## config.mk

```make
export PLATFORM = sky130hd
export DESIGN_NAME = percent_escape_encoder
export DESIGN_NICKNAME = d
export VERILOG_FILES = /design/src/rtl/pee_pkg.sv /design/src/rtl/pee_front.sv /design/src/rtl/pee_queue.sv /design/src/rtl/pee_back.sv /design/src/rtl/percent_escape_encoder.sv
export SDC_FILE = /design/constraint.sdc
export NUM_CORES = 1
export LEC_CHECK = 0
export BUFFER_PORTS_ARGS = -buffer_cell sky130_fd_sc_hd__buf_4
export CORE_ASPECT_RATIO = 2
export CORE_MARGIN = 5
export CORE_UTILIZATION = 60
export DETAILED_ROUTE_END_ITERATION = 6
export PLACE_DENSITY = 0.84
export SYNTH_ARGS = -nofsm -noshare
export SYNTH_HDL_FRONTEND = slang
export SYNTH_HIERARCHICAL = 1
export SYNTH_SLANG_ARGS = --single-unit
```

## constraint.sdc

```tcl
create_clock -name clk -period 5.02 [get_ports clk]
set_input_delay 1.506 -clock clk [delete_from_list [all_inputs] [get_ports clk]]
set_output_delay 1.506 -clock clk [all_outputs]
set_load 0.05 [all_outputs]
```

## src/rtl/pee_pkg.sv

```systemverilog
// Shared types, constants and helpers for the percent escape encoder.
// No dependencies; imported by every module of the block.
package pee_pkg;

  localparam int unsigned CAP_W        = 16;
  localparam int unsigned COUNT_EXT_W  = CAP_W + 1;
  localparam logic [CAP_W-1:0] CAP_RESET = 16'd512;
  localparam int unsigned QUEUE_DEPTH  = 4;

  localparam logic [7:0] CH_NUL   = 8'h00;
  localparam logic [7:0] CH_SPACE = 8'h20;
  localparam logic [7:0] CH_PCT   = 8'h25;
  localparam logic [7:0] CH_STAR  = 8'h2A;
  localparam logic [7:0] CH_DOT   = 8'h2E;
  localparam logic [7:0] CH_QUERY = 8'h3F;
  localparam logic [7:0] CH_TILDE = 8'h7E;
  localparam logic [3:0] NIBBLE_MAX = 4'd15;

  typedef enum logic [1:0] {
    CMD_NONE,
    CMD_PLAIN,
    CMD_ESC
  } cmd_kind_t;

  typedef struct packed {
    cmd_kind_t  kind;
    logic [7:0] ch;
    logic       term;
  } cmd_t;

  typedef struct packed {
    logic full;
    logic empty;
  } q_status_t;

  function automatic logic [7:0] hex_digit(input logic [3:0] n);
    logic [7:0] d;
    if (n > 4'd9) begin
      d = 8'h41 + {4'd0, n - 4'd10};
    end else begin
      d = 8'h30 + {4'd0, n};
    end
    return d;
  endfunction

  function automatic logic needs_escape(input logic [7:0] c, input logic first);
    logic e;
    e = (c inside {CH_SPACE, CH_STAR, CH_QUERY, CH_PCT}) || (c < CH_SPACE) ||
        (c > CH_TILDE) || ((c == CH_DOT) && first);
    return e;
  endfunction

endpackage

```

## src/rtl/pee_front.sv

```systemverilog
// Front end: accepts input transactions, classifies each character and
// tracks per-string state and the capacity register. Uses pee_pkg.
module pee_front import pee_pkg::*; (
  input  logic             clk,
  input  logic             rst,
  input  logic             in_valid,
  output logic             in_stall,
  input  logic [7:0]       in_byte,
  input  logic             end_of_string,
  input  logic             cfg_valid,
  output logic             cfg_ready,
  input  logic [CAP_W-1:0] cfg_data,
  input  q_status_t        q_status,
  output logic             push,
  output cmd_t             push_cmd
);

  logic [CAP_W-1:0] capacity;
  logic [CAP_W-1:0] written_count;
  logic             past_first;
  logic             halted;

  logic             accept;
  logic             has_char;
  logic             esc;
  logic             fit_esc;
  logic             fit_plain;
  cmd_kind_t        kind;

  assign cfg_ready = 1'b1;
  assign in_stall  = q_status.full;
  assign accept    = in_valid && !in_stall;

  always_comb begin
    has_char  = (in_byte != CH_NUL) && !halted;
    esc       = needs_escape(in_byte, !past_first);
    // compare one bit wider so the count plus the bytes to add never wraps
    fit_esc   = ({1'b0, written_count} + COUNT_EXT_W'(4)) < {1'b0, capacity};
    fit_plain = ({1'b0, written_count} + COUNT_EXT_W'(1)) < {1'b0, capacity};
    kind      = CMD_NONE;
    if (has_char) begin
      if (esc) begin
        kind = fit_esc ? CMD_ESC : CMD_NONE;
      end else begin
        kind = fit_plain ? CMD_PLAIN : CMD_NONE;
      end
    end
    push          = accept && ((kind != CMD_NONE) || end_of_string);
    push_cmd.kind = kind;
    push_cmd.ch   = in_byte;
    push_cmd.term = end_of_string;
  end

  always_ff @(posedge clk) begin
    if (rst) begin
      capacity      <= CAP_RESET;
      written_count <= '0;
      past_first    <= 1'b0;
      halted        <= 1'b0;
    end else begin
      if (cfg_valid && cfg_ready) begin
        capacity <= cfg_data;
      end
      if (accept) begin
        if (end_of_string) begin
          written_count <= '0;
          past_first    <= 1'b0;
          halted        <= 1'b0;
        end else if (has_char) begin
          if (esc && !fit_esc) begin
            halted <= 1'b1;
          end else begin
            past_first <= 1'b1;
          end
          if (kind == CMD_ESC) begin
            written_count <= written_count + CAP_W'(3);
          end else if (kind == CMD_PLAIN) begin
            written_count <= written_count + CAP_W'(1);
          end
        end
      end
    end
  end

endmodule

```

## src/rtl/pee_queue.sv

```systemverilog
// Short command queue between the front end and the emitter.
// Uses pee_pkg for the command and status types.
module pee_queue import pee_pkg::*; #(
  parameter int unsigned DEPTH = QUEUE_DEPTH
) (
  input  logic      clk,
  input  logic      rst,
  input  logic      push,
  input  cmd_t      push_cmd,
  input  logic      pop,
  output cmd_t      head,
  output q_status_t status
);

  localparam int unsigned PTR_W = (DEPTH > 1) ? $clog2(DEPTH) : 1;
  localparam int unsigned CNT_W = $clog2(DEPTH + 1);
  localparam logic [PTR_W-1:0] LAST_PTR = PTR_W'(DEPTH - 1);

  cmd_t             slots [DEPTH];
  logic [PTR_W-1:0] wr_ptr;
  logic [PTR_W-1:0] rd_ptr;
  logic [CNT_W-1:0] fill;
  logic             do_push;
  logic             do_pop;

  assign status.full  = (fill == CNT_W'(DEPTH));
  assign status.empty = (fill == '0);
  assign do_push      = push && !status.full;
  assign do_pop       = pop && !status.empty;
  assign head         = slots[rd_ptr];

  always_ff @(posedge clk) begin
    if (do_push) begin
      slots[wr_ptr] <= push_cmd;
    end
  end

  always_ff @(posedge clk) begin
    if (rst) begin
      wr_ptr <= '0;
      rd_ptr <= '0;
      fill   <= '0;
    end else begin
      if (do_push) begin
        wr_ptr <= (wr_ptr == LAST_PTR) ? '0 : wr_ptr + PTR_W'(1);
      end
      if (do_pop) begin
        rd_ptr <= (rd_ptr == LAST_PTR) ? '0 : rd_ptr + PTR_W'(1);
      end
      if (do_push && !do_pop) begin
        fill <= fill + CNT_W'(1);
      end else if (do_pop && !do_push) begin
        fill <= fill - CNT_W'(1);
      end
    end
  end

endmodule

```

## src/rtl/pee_back.sv

```systemverilog
// Emitter: expands each queued command into output bytes, one per cycle while
// out_stall is low, through a registered output stage. Uses pee_pkg.
module pee_back import pee_pkg::*; (
  input  logic       clk,
  input  logic       rst,
  input  cmd_t       head,
  input  q_status_t  q_status,
  output logic       pop,
  output logic       out_valid,
  input  logic       out_stall,
  output logic [7:0] out_byte,
  output logic       last
);

  logic [1:0] pos;
  logic       load;
  logic [7:0] sel_byte;
  logic       sel_last;
  logic       final_byte;

  assign load = !out_valid || !out_stall;
  assign pop  = load && !q_status.empty && final_byte;

  always_comb begin
    sel_byte   = CH_NUL;
    sel_last   = 1'b1;
    final_byte = 1'b1;
    case (head.kind)
      CMD_ESC: begin
        case (pos)
          2'd0: begin
            sel_byte = CH_PCT;
            sel_last = 1'b0;
            final_byte = 1'b0;
          end
          2'd1: begin
            sel_byte = hex_digit(head.ch[7:4]);
            sel_last = 1'b0;
            final_byte = 1'b0;
          end
          2'd2: begin
            sel_byte = hex_digit(head.ch[3:0] & NIBBLE_MAX);
            sel_last = 1'b0;
            final_byte = !head.term;
          end
          default: begin
            sel_byte = CH_NUL;
            sel_last = 1'b1;
            final_byte = 1'b1;
          end
        endcase
      end
      CMD_PLAIN: begin
        if (pos == 2'd0) begin
          sel_byte = head.ch;
          sel_last = 1'b0;
          final_byte = !head.term;
        end
      end
      default: begin
        sel_byte   = CH_NUL;
        sel_last   = 1'b1;
        final_byte = 1'b1;
      end
    endcase
  end

  always_ff @(posedge clk) begin
    if (rst) begin
      out_valid <= 1'b0;
      pos       <= '0;
    end else if (load) begin
      out_valid <= !q_status.empty;
      if (!q_status.empty) begin
        out_byte <= sel_byte;
        last     <= sel_last;
        // advance through the command, drop it on its final byte
        pos      <= final_byte ? 2'd0 : pos + 2'd1;
      end
    end
  end

endmodule

```

## src/rtl/percent_escape_encoder.sv

```systemverilog
// Top level of the percent escape encoder: front end, command queue and
// emitter. Depends on pee_pkg, pee_front, pee_queue and pee_back.
//
// Input channel (in_valid / in_stall): one transaction carries one byte of
// a string and its end_of_string flag; in_byte 0 carries no character.
// Output channel (out_valid / out_stall): one encoded byte per transaction;
// the terminator is out_byte 0 with last high.
// Configuration channel (cfg_valid / cfg_ready): cfg_data writes the output
// capacity; cfg_ready is always high.
// Path: an accepted item is written into the command queue, and its first
// byte is then registered into the output register, which drives out_valid.
// Throughput: the output register emits one byte per cycle while out_stall
// is low; an item yields one byte for a plain byte and three for an
// escape, plus the terminator on the end item. Items yielding
// nothing are absorbed at one per cycle while the queue has room.
// Reset: synchronous; clears string state and the queue and loads a
// capacity of 512. No clearing pass is needed.
// Output stall: the output register holds its byte; the queue keeps
// accepting until full, then in_stall rises.
module percent_escape_encoder import pee_pkg::*; #(
  parameter int unsigned DEPTH = QUEUE_DEPTH
) (
  input  logic             clk,
  input  logic             rst,
  input  logic             in_valid,
  output logic             in_stall,
  input  logic [7:0]       in_byte,
  input  logic             end_of_string,
  output logic             out_valid,
  input  logic             out_stall,
  output logic [7:0]       out_byte,
  output logic             last,
  input  logic             cfg_valid,
  output logic             cfg_ready,
  input  logic [CAP_W-1:0] cfg_data
);

  q_status_t q_status;
  logic      push;
  cmd_t      push_cmd;
  logic      pop;
  cmd_t      head;

  pee_front u_front (
    .clk           (clk),
    .rst           (rst),
    .in_valid      (in_valid),
    .in_stall      (in_stall),
    .in_byte       (in_byte),
    .end_of_string (end_of_string),
    .cfg_valid     (cfg_valid),
    .cfg_ready     (cfg_ready),
    .cfg_data      (cfg_data),
    .q_status      (q_status),
    .push          (push),
    .push_cmd      (push_cmd)
  );

  pee_queue #(.DEPTH(DEPTH)) u_queue (
    .clk      (clk),
    .rst      (rst),
    .push     (push),
    .push_cmd (push_cmd),
    .pop      (pop),
    .head     (head),
    .status   (q_status)
  );

  pee_back u_back (
    .clk       (clk),
    .rst       (rst),
    .head      (head),
    .q_status  (q_status),
    .pop       (pop),
    .out_valid (out_valid),
    .out_stall (out_stall),
    .out_byte  (out_byte),
    .last      (last)
  );

endmodule

```

==> results.txt <==
* Status: completed
* Worst setup SP type: flop
* Final HPWL from detailed placement: 11.1 mm
- Met1 capacity usage during global routing: 22.9%
- Counting every net in the synthesized netlist gives 667.
- Distinct cells, synth: 71
- In this run the horizontal extent of the chip is 81.1 um.
* Post-route insts no fill: 746
- Switching share of total power: 36.5%
* Headroom to the max-slew limit: 47.4%
- By area, the combinational part of the netlist is dominated by simple AND/OR/NAND/NOR gates.
* Number of diodes added for antenna fixing: 0
- For this run, the register share of the synthesized area comes to 41.4%.
- Internal power summed over all cells: 0.00179 W
- Worst hold slack after final layout: 0.462 ns
* FMAX: 211 MHz
* Finish-stage setup viols: 0
* Multi-input logic area: 3180 um^2
- For this run, design rule violations remaining after detail routing come to 0.
* GRT met2 Usage: 47.5%
* Number of design-rule violations left by the first detailed-router iteration: 323
- Power spread over the standard cell area amounts to 421 nW/um^2.
- Average instance area after synthesis: 10.4 um^2
- Register-to-register setup slack: 0.27 ns
- TritonCTS built the clock tree.
- In this run the deepest clock path goes through 2 buffers.
- Summed over all failing endpoints, the final setup total negative slack is 0 ns.
- Combinational logic is responsible for 37.0% of the overall power.
- For the final database, setup skew stands at 0.00711 ns.
- Across every metal layer, demand over resource in global routing totals 24.9%.
- The endpoint identified for the worst register-to-register timing path is u_queue/fill[2]$_SDFFE_PP0P_.
* Portion of total power attributed to sequential cells: 38.4%
* Effective utilization at floorplan: 60.6%
* Slew of the pin with the lowest slew margin: 0.787 ns
* EDFF count, synth: 53
- Sinks on the clock net: 99
* Growth of design area from synthesis to finish: 10.3%
* Routing layer with the top usage in global route: met2
* Clock tree root buffer cell: sky130_fd_sc_hd__clkbuf_16
* Compound-cell area share of the yosys netlist: 11.7%
- In this run the power spent charging and discharging nets is 0.00103 W.
- Most common cell in the synthesized netlist: sky130_fd_sc_hd__ha_1
- Final cycle utilization of the critical path: 94.6%
- At the end of routability-driven placement, the weighted congestion stood at 0.961.
- In this run the remaining antenna-violating nets after routing total 0.
* Fraction of the mapped netlist area in adder cells: 11.8%
- Overflow left after global routing: 0
* First-pass GRT wire length: 23.2 mm
- Yosys top cell by area: sky130_fd_sc_hd__edfxtp_1
- Summing the areas of all xor and xnor instances in the mapped netlist gives 4.47% of the synthesized area.
- The number of failing hold endpoints at the final stage came to 0.
- Share of total power in the clock network: 24.6%
- Following the worst setup path forward leads to its endpoint at u_queue/fill[2]$_SDFFE_PP0P_.
- Max Slew Vio Count: 0
* Class of the tightest hold or removal check: flop to flop
- After synthesis, the most frequently instantiated cells are 54 x sky130_fd_sc_hd__ha_1, 53 x sky130_fd_sc_hd__edfxtp_1, 46 x sky130_fd_sc_hd__dfxtp_1, 42 x sky130_fd_sc_hd__inv_1, 41 x sky130_fd_sc_hd__nand2_1.
* Filler instances: 796
- Row cnt: 52
- Final Cell Area: 6700 um^2
- Count of mapped cells out of synthesis: 581
* Met3 Use GR: 3.49%
- Buffers added to address setup during post-CTS repair amount to 0.
- Fraction of registers with async set or reset after synthesis: 0%
* Sort of element at the end of the critical path: flop
* Share of Yosys cell area claimed by the top area cell type: 26.2%
* Antenna violations before repair: 0
- In this run the standard cell core region covers 10,000 um^2.
* Yosys warning total: 6
- Time the worst path needs with I/O delays and setup: 4.75 ns
- Cell types occupying the most area after synthesis: sky130_fd_sc_hd__edfxtp_1 26%, sky130_fd_sc_hd__dfxtp_1 15%, sky130_fd_sc_hd__ha_1 11%, sky130_fd_sc_hd__mux2i_1 4.8%, sky130_fd_sc_hd__mux4_2 4.1%
- The number of global-route vias before repair came to 4,918.
- Summed over all layers, the routed wires come to 15.0 mm.
- RSZ-0062 raised after global routing: no
* Prevailing post-synth register cell: sky130_fd_sc_hd__edfxtp_1
* Worst-path fanout max: 7
- Overall power: 0.00282 W
* Count of hold buffers inserted by post-cts repair: 0
- Summing over every cut layer, the via total after detailed routing is 4,689.
* Source of the critical timing path: u_front/written_count[5]$_SDFFE_PP0P_
* Area taken by flip-flops and latches: 2510 um^2
* Arrival time reported for the critical path endpoint: 5.03 ns
* Total of buffers placed on input and output ports: 40
* H-Tree Level Count: 3
- Pin count of the biggest net entering global routing: 44
* Fraction of the mapped netlist area in simple logic gates: 15.2%
- Instance count after placement with tap cells included: 730
- In this run the count of I/O pins placed on the die edge is 42.
- Overall die area: 12,400 um^2
* Dpl cell area: 6390 um^2
- In this run, synthesis produced a sequential element count of 99.
* Length of the first detailed-routing pass in iterations: 5
* Share of layout cells above drive strength 1: 16.5%
- Worst voltage drop across the vdd grid: 0.000245 V
- At the later pin of the worst-skew pair, clock insertion delay measures 0.35 ns.
- Clock transition at the registers of the reported paths: 0.07 ns
- The startpoint identified for the worst register-to-register timing path is u_front/written_count[5]$_SDFFE_PP0P_.
- After synthesis, the share of cell area in mux cells is 9.05%.
- In the final routed layout, each cell accounts on average for 20.1 um.
* Worst EP required: 5.30 ns
- Chip height: 152 um
- Depth of the worst register-to-register path: 19
- Crit Path Class: flop to flop
- Combined area of all synthesized cells: 6070 um^2
- Max-cap violations: 0
- Buffers inserted during clock tree synthesis total 9.
- Leakage Power: 2.87 nW
- Using the TritonRoute via totals, the vias-per-cell ratio works out to 6.29.
- Layout Nets: 692
placed cells by master (no fill, tap or decap), drive strengths merged, types with 3 or more instances in the layout:
master  Yosys  final
nand2      41     41
a21oi      29     29
nor2       37     37
nor4        5      5
and3       14     14
o21ai      11     11
mux4       11     11
xor2       15     15
nor3       11     11
nor2b       3      3
nand4       8      8
a21o        7      7
o21a        7      7
a211oi      5      5
dfxtp      46     46
ha         54     54
o211ai     16     16
a31oi       4      4
o31ai       3      3
edfxtp     53     53
xnor2      16     16
nand3      17     17
buf        24     49
clkbuf     11     11
or3        14     14
inv        42     43
nand4b      3      3
mux2i      29     29
and2        5      5
nand2b      4      4
flip-flops by register name (all words and copies together), names as in the netlist, named ones only:
signal / flops
u_queue/rd_ptr: 2
u_back/last: 1
u_queue/wr_ptr: 2
u_back/pos: 2
u_queue/slots: 44
u_front/past_first: 1
u_front/capacity: 16
u_front/halted: 1
u_front/written_count: 16
u_back/out_byte: 8
u_queue/fill: 3
u_back/out_valid: 1
timing repair:
item                                    in CTS  in global routing
hold endpoints to repair                     0                  0
endpoints found under the setup margin       0                  1
gates resized for setup                      0                  5
metal layers:
layer	vias to the layer above	wire length (um)	share of wire, %
li1	2159	-	-
met1	2244	4860	32
met2	212	8520	57
met3	74	712	4.7
met4	0	928	6.2
met5	-	0	0
per-stage QoR:
step                      util, %  setup WS, ns
after floorplan                 -         0.443
after global placement       63.8         0.371
after detailed placement     63.8         0.200
after CTS                    66.7         0.123
after global routing         66.8       0.00772
final                        66.8         0.271
area by class of cell:
| class | instances | area share (%) |
|---|---|---|
| inverter | 43 | 2.49 |
| clock inverter | 5 | 0.934 |
| multi-input combinational | 404 | 47.5 |
| tap | 135 | 2.52 |
| clock buffer | 11 | 3.48 |
| timing repair buffer | 49 | 5.49 |
| sequential | 99 | 37.6 |
power groups by stage:
stage / clock (W) / sequential (W) / combinational, W
2_1_floorplan: 0 / 0.00114 / 0.000714
5_1_grt: 0.000739 / 0.00110 / 0.00112
4_1_cts: 0.000706 / 0.00109 / 0.00103
3_3_place_gp: 0 / 0.00109 / 0.000962
3_5_place_dp: 0 / 0.00110 / 0.00102
6_report: 0.000693 / 0.00108 / 0.00105
worst min path at each step:
stage | from | endpoint | slack, ns | cells past startpoint
2_1_floorplan | u_front/past_first$_SDFFE_PP0P_ | u_front/past_first$_SDFFE_PP0P_ | 0.43 | 1
3_3_place_gp | u_front/past_first$_SDFFE_PP0P_ | u_front/past_first$_SDFFE_PP0P_ | 0.44 | 1
3_5_place_dp | u_front/past_first$_SDFFE_PP0P_ | u_front/past_first$_SDFFE_PP0P_ | 0.45 | 1
4_1_cts | u_front/past_first$_SDFFE_PP0P_ | u_front/past_first$_SDFFE_PP0P_ | 0.47 | 1
5_1_grt | u_front/past_first$_SDFFE_PP0P_ | u_front/past_first$_SDFFE_PP0P_ | 0.49 | 1
6_report | u_front/past_first$_SDFFE_PP0P_ | u_front/past_first$_SDFFE_PP0P_ | 0.46 | 1
cell families after synthesis:
logic type	after synthesis
XOR/XNOR	31
buffers and inverters	78
AO/OA/AOI/OAI	101
adder cells (fa/ha/maj)	56
AND/OR/NAND/NOR	174
multiplexers	41
other	1
flip-flops	99
critical path, stage by stage, from the launching register on:
cell	delay, ns
sky130_fd_sc_hd__dfxtp_1	0.50
sky130_fd_sc_hd__and3_1	0.29
sky130_fd_sc_hd__nand3_1	0.18
sky130_fd_sc_hd__xnor2_1	0.21
sky130_fd_sc_hd__ha_1	0.27
sky130_fd_sc_hd__and3_1	0.21
sky130_fd_sc_hd__a221oi_2	0.22
sky130_fd_sc_hd__o211ai_1	0.25
sky130_fd_sc_hd__a2111oi_1	0.52
sky130_fd_sc_hd__and2_1	0.25
sky130_fd_sc_hd__nor3b_2	0.09
sky130_fd_sc_hd__inv_2	0.10
sky130_fd_sc_hd__inv_1	0.07
sky130_fd_sc_hd__nor2_2	0.14
sky130_fd_sc_hd__ha_1	0.20
sky130_fd_sc_hd__inv_1	0.06
sky130_fd_sc_hd__fa_1	0.38
sky130_fd_sc_hd__xor2_1	0.16
sky130_fd_sc_hd__or3_2	0.40
sky130_fd_sc_hd__a21oi_1	0.16
Note: power is estimated with default switching activity, not from simulation.
